===== config.mk =====
export PLATFORM = sky130hd
export DESIGN_NAME = link_health_watchdog
export DESIGN_NICKNAME = d
export VERILOG_FILES = /design/src/design/lhw_pkg.sv /design/src/design/lhw_step.sv /design/src/design/link_health_watchdog.sv
export SDC_FILE = /design/constraint.sdc
export NUM_CORES = 1
export LEC_CHECK = 0
export BUFFER_PORTS_ARGS = -buffer_cell sky130_fd_sc_hd__buf_4
export CAP_MARGIN = 10
export CORE_UTILIZATION = 59
export CTS_CLUSTER_SIZE = 12
export DETAILED_ROUTE_END_ITERATION = 10
export HOLD_SLACK_MARGIN = 0.1
export PLACE_DENSITY = 0.81
export SLEW_MARGIN = 25
export SYNTH_ARGS = -nofsm -noshare
export SYNTH_HDL_FRONTEND = slang
export SYNTH_SLANG_ARGS = --single-unit

===== constraint.sdc =====
create_clock -name clk -period 6.7 [get_ports clk]
set_clock_uncertainty 0.15 [all_clocks]
set_input_delay 1.005 -clock clk [delete_from_list [all_inputs] [get_ports clk]]
set_output_delay 1.005 -clock clk [all_outputs]
set_load 0.05 [all_outputs]

===== src/design/lhw_pkg.sv =====
// Package for the link health watchdog: link state encoding, per-link state
// record and configuration register indexes.
// No dependencies.
`default_nettype none

package lhw_pkg;

  typedef enum logic [2:0] {
    LS_UNKNOWN      = 3'd0,
    LS_CONNECTED    = 3'd1,
    LS_DEGRADED     = 3'd2,
    LS_DISCONNECTED = 3'd3,
    LS_STARTING     = 3'd4
  } link_state_t;

  typedef struct packed {
    link_state_t state;
    logic [15:0] dead;
    logic        latched;
    logic [1:0]  stable_run;
  } lhw_state_t;

  localparam lhw_state_t STATE_INIT = '{LS_UNKNOWN, 16'd0, 1'b0, 2'd0};

  localparam logic [15:0] DEAD_MAX = 16'hFFFF;
  localparam logic [1:0]  RUN_MAX  = 2'd3;

  localparam logic [1:0] CFG_MIN_INTERVAL   = 2'd0;
  localparam logic [1:0] CFG_MAX_INTERVAL   = 2'd1;
  localparam logic [1:0] CFG_REPAIR_LIMIT   = 2'd2;
  localparam logic [1:0] CFG_DROP_ALLOWANCE = 2'd3;

endpackage

`default_nettype wire


===== src/design/lhw_step.sv =====
// Per-probe update: classifies the link and computes the next dead counter,
// repair latch, stable run and probe interval. Purely combinational.
// Depends on lhw_pkg.
`default_nettype none

module lhw_step import lhw_pkg::*; #(
  parameter int INTERVAL_WIDTH = 32
) (
  input  wire lhw_state_t               st,
  input  wire [INTERVAL_WIDTH-1:0]      cur_interval,
  input  wire [INTERVAL_WIDTH-1:0]      min_interval,
  input  wire [INTERVAL_WIDTH-1:0]      max_interval,
  input  wire [15:0]                    repair_limit,
  input  wire [15:0]                    drop_allowance,
  input  wire                           process_alive,
  input  wire                           service_healthy,
  input  wire                           peer_connected,
  output lhw_state_t                    st_next,
  output logic [INTERVAL_WIDTH-1:0]     interval_next,
  output logic                          trig
);

  link_state_t             ns;
  logic [16:0]             inc;
  logic [16:0]             dead_raw;
  logic [1:0]              run_n;
  logic [1:0]              run_next;
  logic [INTERVAL_WIDTH:0] grown;

  always_comb begin
    if (process_alive && service_healthy) begin
      ns = peer_connected ? LS_CONNECTED : LS_DEGRADED;
    end else if (!process_alive) begin
      ns = LS_DISCONNECTED;
    end else begin
      ns = LS_STARTING;
    end
  end

  always_comb begin
    inc = {1'b0, st.dead} + 17'd1;
    if (ns == LS_CONNECTED || ns == LS_DEGRADED) begin
      dead_raw = 17'd0;
    end else if (st.state == LS_CONNECTED && ns == LS_DISCONNECTED) begin
      dead_raw = (inc <= {1'b0, drop_allowance}) ? 17'd0 : inc - {1'b0, drop_allowance};
    end else begin
      dead_raw = inc;
    end
  end

  always_comb begin
    st_next.state = ns;
    st_next.dead  = (dead_raw > {1'b0, DEAD_MAX}) ? DEAD_MAX : dead_raw[15:0];
    trig = (ns != LS_CONNECTED) && (st_next.dead >= repair_limit) && !st.latched;
    if (ns == LS_CONNECTED) begin
      st_next.latched = 1'b0;
    end else begin
      st_next.latched = st.latched | trig;
    end
    st_next.stable_run = run_next;
  end

  always_comb begin
    run_n = (st.stable_run == RUN_MAX) ? RUN_MAX : st.stable_run + 2'd1;
    grown = {1'b0, cur_interval} + {2'b00, cur_interval[INTERVAL_WIDTH-1:1]};
    if (ns == LS_CONNECTED) begin
      run_next = run_n;
      if (run_n == RUN_MAX) begin
        interval_next = (grown > {1'b0, max_interval}) ? max_interval
                                                       : grown[INTERVAL_WIDTH-1:0];
      end else begin
        interval_next = cur_interval;
      end
    end else begin
      run_next      = 2'd0;
      interval_next = min_interval;
    end
  end

endmodule

`default_nettype wire


===== src/design/link_health_watchdog.sv =====
// Link health watchdog top level: probe input register, state update and
// result register. Depends on lhw_pkg and lhw_step.
//
// Usage:
//   Probe words enter on in_valid/in_ready, carrying three health flags and
//   a 48-bit timestamp. Each probe yields exactly one result word on
//   out_valid/out_ready: link state, repair trigger, dead count, next probe
//   interval and the transition event fields.
//   A probe is captured in the input register at acceptance and moves into the
//   result register, which drives out_valid. One probe per cycle while out_ready
//   stays high; the per-link state is updated in one pass of short logic as a
//   probe moves into the result register, so the following probe sees it.
//   When the receiver stalls, the result register holds its word and the
//   input register fills; in_ready drops when both are full and out_ready is low.
//   Configuration: cfg_write with cfg_index and cfg_data writes one
//   register and reinitializes the link state. Write only
//   while no probe is in flight.
//   Reset (rst, synchronous) restores default registers (min 1000,
//   max 30000, repair limit 3, drop allowance 0), clears the link state and
//   empties both registers.
`default_nettype none

module link_health_watchdog import lhw_pkg::*; #(
  parameter int INTERVAL_WIDTH = 32
) (
  input  wire                       clk,
  input  wire                       rst,
  input  wire                       cfg_write,
  input  wire [1:0]                 cfg_index,
  input  wire [INTERVAL_WIDTH-1:0]  cfg_data,
  input  wire                       in_valid,
  output logic                      in_ready,
  input  wire                       process_alive,
  input  wire                       service_healthy,
  input  wire                       peer_connected,
  input  wire [47:0]                probe_time,
  output logic                      out_valid,
  input  wire                       out_ready,
  output logic [2:0]                link_state,
  output logic                      repair_trigger,
  output logic [15:0]               dead_probes,
  output logic [INTERVAL_WIDTH-1:0] next_interval,
  output logic                      event_valid,
  output logic [2:0]                event_from,
  output logic [2:0]                event_to,
  output logic [47:0]               event_time
);

  logic [INTERVAL_WIDTH-1:0] min_interval;
  logic [INTERVAL_WIDTH-1:0] max_interval;
  logic [15:0]               repair_limit;
  logic [15:0]               drop_allowance;

  lhw_state_t                st;
  lhw_state_t                st_next;
  logic [INTERVAL_WIDTH-1:0] cur_interval;
  logic [INTERVAL_WIDTH-1:0] interval_next;
  logic                      trig;
  logic                      ev;

  logic        s1_valid;
  logic        s1_alive;
  logic        s1_healthy;
  logic        s1_peer;
  logic [47:0] s1_time;
  logic        s1_fire;

  assign s1_fire  = s1_valid && (!out_valid || out_ready);
  assign in_ready = !s1_valid || s1_fire;

  always_ff @(posedge clk) begin
    if (rst) begin
      s1_valid <= 1'b0;
    end else if (in_ready) begin
      s1_valid <= in_valid;
    end
  end

  always_ff @(posedge clk) begin
    if (in_valid && in_ready) begin
      s1_alive   <= process_alive;
      s1_healthy <= service_healthy;
      s1_peer    <= peer_connected;
      s1_time    <= probe_time;
    end
  end

  lhw_step #(
    .INTERVAL_WIDTH(INTERVAL_WIDTH)
  ) u_step (
    .st              (st),
    .cur_interval    (cur_interval),
    .min_interval    (min_interval),
    .max_interval    (max_interval),
    .repair_limit    (repair_limit),
    .drop_allowance  (drop_allowance),
    .process_alive   (s1_alive),
    .service_healthy (s1_healthy),
    .peer_connected  (s1_peer),
    .st_next         (st_next),
    .interval_next   (interval_next),
    .trig            (trig)
  );

  assign ev = (st_next.state != st.state) || trig;

  // config registers and link state; a config write reinitializes state
  always_ff @(posedge clk) begin
    if (rst) begin
      min_interval   <= INTERVAL_WIDTH'(1000);
      max_interval   <= INTERVAL_WIDTH'(30000);
      repair_limit   <= 16'd3;
      drop_allowance <= 16'd0;
      st             <= STATE_INIT;
      cur_interval   <= INTERVAL_WIDTH'(1000);
    end else if (cfg_write) begin
      case (cfg_index)
        CFG_MIN_INTERVAL:   min_interval   <= cfg_data;
        CFG_MAX_INTERVAL:   max_interval   <= cfg_data;
        CFG_REPAIR_LIMIT:   repair_limit   <= cfg_data[15:0];
        CFG_DROP_ALLOWANCE: drop_allowance <= cfg_data[15:0];
        default:            drop_allowance <= drop_allowance;
      endcase
      st           <= STATE_INIT;
      cur_interval <= (cfg_index == CFG_MIN_INTERVAL) ? cfg_data : min_interval;
    end else if (s1_fire) begin
      st           <= st_next;
      cur_interval <= interval_next;
    end
  end

  always_ff @(posedge clk) begin
    if (rst) begin
      out_valid <= 1'b0;
    end else if (!out_valid || out_ready) begin
      out_valid <= s1_valid;
    end
  end

  always_ff @(posedge clk) begin
    if (s1_fire) begin
      link_state     <= st_next.state;
      repair_trigger <= trig;
      dead_probes    <= st_next.dead;
      next_interval  <= interval_next;
      event_valid    <= ev;
      event_from     <= ev ? st.state : 3'd0;
      event_to       <= ev ? st_next.state : 3'd0;
      event_time     <= ev ? s1_time : 48'd0;
    end
  end

`ifndef SYNTHESIS
  a_latch_not_connected: assert property (@(posedge clk) disable iff (rst)
    st.latched |-> st.state != LS_CONNECTED)
    else $error("repair latch set while connected");

  a_run_only_connected: assert property (@(posedge clk) disable iff (rst)
    (st.stable_run != 2'd0) |-> st.state == LS_CONNECTED)
    else $error("stable run counted outside connected state");

  a_trigger_not_connected: assert property (@(posedge clk) disable iff (rst)
    (out_valid && repair_trigger) |-> (link_state != LS_CONNECTED) && event_valid)
    else $error("repair trigger on connected probe or without event");

  a_event_fields_clear: assert property (@(posedge clk) disable iff (rst)
    (out_valid && !event_valid) |-> (event_from == 3'd0) && (event_to == 3'd0)
                                    && (event_time == 48'd0))
    else $error("event fields not cleared without event");
`endif

endmodule

`default_nettype wire

==> impl_metrics.py, run 1 <==
metrics = {
    "timing": {
        "final.period_utilization_pct": 95.32,
        "worst_pin_slew_ns": 1.038,
        "fin_setup_tns_ns": 0,
        "setup_slack_ns": 0.3133,
        "slew_violations": 0,
        "hold_viol_final": 0,
        "setup_viol": 0,
        "rsz0062_at_grt": "no",
        "period_needed_ns": 6.387,
        "max-slew-margin-rel_pct": 30.17,
        "max_freq_mhz": 156.6,
    },
    "cts": {
        "cts_tree": "built",
        "cts_sinks": 310,
        "htree_levels": 2,
        "ctsResizeCount": 0,
        "clock_path_buffers": 3,
        "clk_pin_slew_ns": 0.07,
        "cts_setup_buffers": 0,
        "cts_hold_buf": 0,
        "cts_root_buf": "clkbuf_16",
        "numCtsBuffers": 35,
        "clkLatencyLatePin_ns": 0.53,
    },
    "placed_design": {
        "io_buffers": 198,
        "pre_cts_slack_ns": 0.3284,
        "dp_hpwl_um": 34430,
        "place.gp.congestion": 0.9985,
    },
    "pwr": {
        "leakage_nw": 7.928,
        "power.switching_w": 0.001495,
        "seq_power_share_pct": 42.7,
        "ir_drop_v": 0.0002260,
        "clkPwrFrac_pct": 37.1,
        "p_int_w": 0.003505,
        "power_density_mw_per_mm2": 252.0,
        "comb_power_share_pct": 20.2,
        "power.share.switching_pct": 29.90,
    },
    "worst_setup_path": {
        "rrSetupSlack_ns": 0.31,
        "worstPathMaxFanout": 11,
        "startpoint": "cur_interval[1]",
        "path_cells": "ha_1 > fa_1 > a211oi_2 > o21ai_1 > o31ai_4 > nand2_1 > a21oi_1 > o21ai_0 > xnor2_1 > inv_1 > ha_1 > nand4_1 > nor4_1 > a21boi_0 > nor4_1 > o211ai_4 > buf_4 > mux2_2 > mux2i_1 > o21ai_0",
        "critPathSlowestCell": "nor4_1",
        "worst-setup-path-type": "reg -> reg",
        "critPathLaunchType": "register",
        "crit_required_ns": 6.82,
        "max_stage_delay_ns": 0.60,
        "r2r_cells": 20,
        "regToRegEndpoint": "next_interval[30]",
        "r2r-start": "cur_interval[1]",
        "crit_arrival_ns": 6.50,
        "cp-end-kind": "register",
        "endpoint": "next_interval[30]",
    },
    "die": {
        "rows": 61,
        "die_area_mm2": 0.02943,
        "core_area_mm2": 0.02801,
        "die_h_um": 171.5,
        "start_util_pct": 60.54,
        "die_x_um": 171.5,
        "io_pins": 199,
    },
    "logic_synthesis": {
        "ys.flop_type": "edfxtp_1",
        "synth_top_family_by_area": "compound AO/OA/AOI/OAI gates",
        "ys_warn_count": 0,
        "muxShareOfSynthArea_pct": 2.501,
        "synth_xor_area_share_pct": 2.376,
        "synth_adder_area_share_pct": 7.393,
        "netlist_area_mm2": 0.01696,
        "ys_types": 88,
        "yosys.area_share.simple_pct": 16.60,
        "synth_compound_area_share_pct": 20.86,
        "synth-seq-cells": 310,
        "yosysSeqAreaShare_pct": 45.92,
        "syn_avg_cell_area_um2": 9.277,
        "synth_edf_count": 158,
        "synth.net_count": 2017,
        "syn_inst": 1828,
        "synthArstFlopShare_pct": 0,
    },
    "route": {
        "antenna_left": 0,
        "first_pass_iters": 6,
        "vias": 14740,
        "wirelength_um": 49780,
        "drt_iter0_markers": 1161,
        "drc_errors": 0,
        "viasPerCell": 6.168,
        "wl_per_cell_um": 20.84,
    },
    "finish": {
        "layout_common_cells": "343 x nand2_1, 218 x buf_4, 158 x edfxtp_1, 153 x a21oi_1, 151 x dfxtp_1",
        "syn_to_final_growth_pct": 17.02,
        "finalNetCount": 2173,
        "antenna_cells_inserted": 0,
        "drive_above_1_share_pct": 15.71,
        "final_common_cell": "nand2_1",
        "nFillCells": 2120,
    },
    "global_route": {
        "grtUsageTotal_pct": 33.31,
        "grt_pass1_vias": 13950,
        "grt_pass1_wl_um": 75760,
        "grt_max_degree": 97,
        "antenna_found_initial": 0,
        "overflow": 0,
    },
    "flow_run": {
        "cap_violations": 0,
    },
    "hold_path": {
        "hp-class": "reg -> reg",
    },
    "status": {
        "outcome": "completed",
    },
}
-- critical path, delay by kind of cell (launching register included) --
family | cells | cell delay [ns]
compound gates | 8 | 2.36
xor+xnor | 1 | 0.22
fa+ha+maj | 3 | 0.99
buf+inv | 2 | 0.35
flops | 1 | 0.36
mux | 2 | 0.51
simple gates | 4 | 1.17
-- synthesized netlist by cell type, types with 33 or more instances --
cell | n | share of area [%]
o21ai_0 | 58 | 1.7
a21oi_1 | 153 | 4.5
dfxtp_1 | 152 | 18
nor2_1 | 100 | 2.2
inv_1 | 89 | 2.0
nand2_1 | 344 | 7.6
a21o_1 | 36 | 1.6
a21boi_0 | 55 | 2.4
clkbuf_1 | 87 | 1.9
xnor2_1 | 33 | 1.7
ha_1 | 97 | 7.2
edfxtp_1 | 158 | 28
nand3_1 | 34 | 1.0
-- cells by family after synthesis --
| family | Yosys count |
|---|---|
| AO/OA/AOI/OAI | 511 |
| XOR/XNOR | 46 |
| adder cells (fa/ha/maj) | 99 |
| buffers and inverters | 191 |
| flip-flops | 310 |
| multiplexers | 41 |
| AND/OR/NAND/NOR | 630 |
-- power by group through the flow --
stage	Clock (W)	Combinational (W)	Sequential (W)
final	0.00186	0.00101	0.00214
after global placement	0	0.000957	0.00217
after detailed placement	0	0.000973	0.00218
after CTS	0.00187	0.000981	0.00214
after global routing	0.00194	0.00108	0.00215
after floorplan	0	0.000589	0.00226
-- flip-flops by register name, indices dropped and copies added (netlist names), 22 cells and up --
register and flops:
min_interval 32, event_time 48, next_interval 32, s1_time 48
st 22, cur_interval 32, max_interval 32
-- metal layers --
layer,GRT usage (%),up-vias,routed length [µm]
li1,-,6931,-
met1,42.48,7091,20120
met2,56.75,601,24480
met3,3.935,113,3134
met4,14.71,0,2044
met5,0,-,0
-- area by class of cell --
type                    count  area [µm²]  share of cell area, %
repair buffers            219        1657                  8.348
inverters                  90       342.8                  1.728
well taps                 378       473.0                  2.383
multi-input cells        1328        8488                  42.77
clock inverters            16       141.4                 0.7124
clock buffers              48       954.7                  4.811
flip-flops and latches    310        7789                  39.25
-- stage by stage --
step | area [µm²] | hold slack (ns) | instances | power [W] | utilization, %
after floorplan | 16960 | 0.2863 | 1828 | 0.002852 | -
after global placement | 18730 | 0.2937 | 2324 | 0.003130 | 66.86
after detailed placement | 18730 | 0.2973 | 2324 | 0.003149 | 66.87
after CTS | 19830 | 0.3059 | 2388 | 0.004984 | 70.78
after global routing | 19850 | 0.3275 | 2389 | 0.005168 | 70.85
final | 19850 | 0.3028 | 2389 | 0.005000 | 70.85
-- worst min path at each step --
stage                                   from            endpoint  slack [ns]  depth (start not counted)
after floorplan           drop_allowance[10]  drop_allowance[10]        0.29                          2
after global placement      max_interval[29]    max_interval[29]        0.29                          2
after detailed placement   drop_allowance[6]   drop_allowance[6]        0.30                          2
after CTS                    repair_limit[3]     repair_limit[3]        0.31                          2
after global routing         repair_limit[3]     repair_limit[3]        0.33                          2
final                        repair_limit[3]     repair_limit[3]        0.30                          2
No activity file was read; power rests on OpenSTA's default activity.
==> run 2: changes to the inputs <==
RECOVER_POWER = 100   (was not set)
==> impl_metrics.py, run 2 (synthesis results as in run 1) <==
metrics = {
    "finish": {
        "stdcell_area_mm2": 0.01938,
        "syn_to_final_growth_pct": 14.28,
        "top_regs": "event_time (48), s1_time (48)",
        "drive_above_1_share_pct": 9.547,
        "finalNetCount": 2173,
        "regArea_mm2": 0.007789,
        "multi_input_area_mm2": 0.008473,
        "antenna_cells_inserted": 0,
        "nFillCells": 2289,
        "final_common_cell": "nand2_1",
        "layout_common_cells": "343 x nand2_1, 158 x edfxtp_1, 153 x a21oi_1, 151 x dfxtp_1, 130 x clkbuf_1",
    },
    "route": {
        "vias": 14700,
        "wl_per_cell_um": 20.87,
        "viasPerCell": 6.154,
        "drt_iter0_markers": 1193,
        "antenna_left": 0,
        "drc_errors": 0,
        "first_pass_iters": 6,
        "wirelength_um": 49860,
    },
    "timing": {
        "max_freq_mhz": 155.7,
        "period_needed_ns": 6.424,
        "hold_viol_final": 0,
        "max-slew-margin-rel_pct": -123.7,
        "worst_pin_slew_ns": 3.353,
        "setup_viol": 0,
        "fin_setup_tns_ns": 0,
        "rsz0062_at_grt": "no",
        "final.period_utilization_pct": 95.88,
        "slew_violations": 302,
    },
    "global_route": {
        "grtUsageTotal_pct": 33.31,
        "grt_pass1_vias": 13950,
        "grt_pass1_wl_um": 75760,
        "antenna_found_initial": 0,
        "overflow": 0,
        "grt_max_degree": 97,
    },
    "die": {
        "die_area_mm2": 0.02943,
        "io_pins": 199,
        "start_util_pct": 60.54,
        "rows": 61,
        "die_h_um": 171.5,
        "core_area_mm2": 0.02801,
        "die_x_um": 171.5,
    },
    "flow_run": {
        "cap_violations": 6,
    },
    "worst_setup_path": {
        "cp.depth": 6,
        "cp-end-kind": "register",
        "crit_arrival_ns": 6.67,
        "r2r_cells": 19,
        "worst-setup-path-type": "in -> reg",
        "crit_buf_inv": 3,
        "critPathSlowestCell": "clkbuf_1",
        "max_stage_delay_ns": 2.44,
        "path_common_cell": "clkbuf_1",
        "crit_required_ns": 6.94,
        "critPathLaunchType": "primary input",
        "worstPathMaxFanout": 73,
        "path_cells": "clkbuf_1 > clkbuf_1 > nor2_1 > clkbuf_1 > nand2_1 > o31ai_1",
        "cp_top_family": "buffers and inverters",
    },
    "cts": {
        "clk_pin_slew_ns": 0.06,
        "ctsResizeCount": 0,
        "cts_sinks": 310,
        "htree_levels": 2,
        "cts_hold_buf": 0,
        "clkLatencyLatePin_ns": 0.53,
        "clock_path_buffers": 3,
        "cts_root_buf": "clkbuf_16",
        "cts_setup_buffers": 0,
        "numCtsBuffers": 35,
        "cts_tree": "built",
    },
    "pwr": {
        "ir_drop_v": 0.0002180,
        "clkPwrFrac_pct": 37.3,
        "power.share.switching_pct": 30.03,
        "p_int_w": 0.003480,
        "seq_power_share_pct": 43.0,
        "power.switching_w": 0.001494,
        "power_density_mw_per_mm2": 256.7,
        "comb_power_share_pct": 19.7,
        "leakage_nw": 7.470,
    },
    "placed_design": {
        "place.gp.congestion": 0.9985,
        "dp_hpwl_um": 34430,
        "placed_area_mm2": 0.01873,
        "io_buffers": 198,
    },
    "hold_path": {
        "hp-class": "reg -> reg",
        "holdPathStages": 2,
    },
    "status": {
        "violations": "capacitance limit, slew limit",
        "outcome": "complete, but fails checks",
    },
}
## run 2: cell count changes in the layout (fill, tap and decap cells not counted), moves of 2 or more
cell	previous run	this run
and2_1	11	9
buf_4	218	46
and2_0	0	3
clkbuf_1	10	130
clkbuf_4	0	52
## run 2: layout make-up
class	instances	share of cell area (%)
Multi-Input combinational cell	1328	43.72
Sequential cell	310	40.19
Timing Repair Buffer	219	6.224
Clock buffer	48	4.926
Tap cell	378	2.440
Inverter	90	1.769
Clock inverter	16	0.7296
## run 2: power by group through the flow
stage | Clock, W | Sequential [W] | Combinational [W]
floorplan | 0 | 0.00226 | 0.000589
finish | 0.00186 | 0.00214 | 0.000980
detailed placement | 0 | 0.00218 | 0.000973
CTS | 0.00187 | 0.00214 | 0.000981
global route | 0.00194 | 0.00215 | 0.00105
global placement | 0 | 0.00217 | 0.000957
## run 2: path summary, 6_finish.rpt
check / endpoint / slack, ns / startpoint
hold reg to reg: repair_limit[3] / 0.30 / repair_limit[3]
setup reg to reg: cur_interval[14] / 0.31 / cur_interval[1]
setup / recovery: st[11] / 0.28 / rst
hold / removal: repair_limit[3] / 0.30 / repair_limit[3]
## run 2: worst min-delay path, delay by kind of cell, from the launching register on
family          cells  cell delay (ns)
simple gates        1             0.05
flops               1             0.30
compound gates      1             0.05
## run 2: through the flow
stage          util, %  hold slack, ns  worst slack, ns  instances  total power, W
3_5_place_dp     66.87          0.2973           0.3284       2324        0.003149
4_1_cts          70.78          0.3059           0.3094       2388        0.004984
2_1_floorplan        -          0.2863           0.9717       1828        0.002852
5_1_grt          69.19          0.3275          0.02542       2389        0.005142
3_3_place_gp     66.86          0.2937           0.4147       2324        0.003130
6_report         69.19          0.3028           0.2759       2389        0.004974
## run 2: layer usage
| metal | up-vias | share of wire, % | track usage [%] |
|---|---|---|---|
| met3 | 105 | 6.7 | 3.935 |
| met4 | 0 | 3.9 | 14.71 |
| met1 | 7051 | 40 | 42.48 |
| li1 | 6938 | - | - |
| met2 | 607 | 49 | 56.75 |
| met5 | - | 0 | 0 |
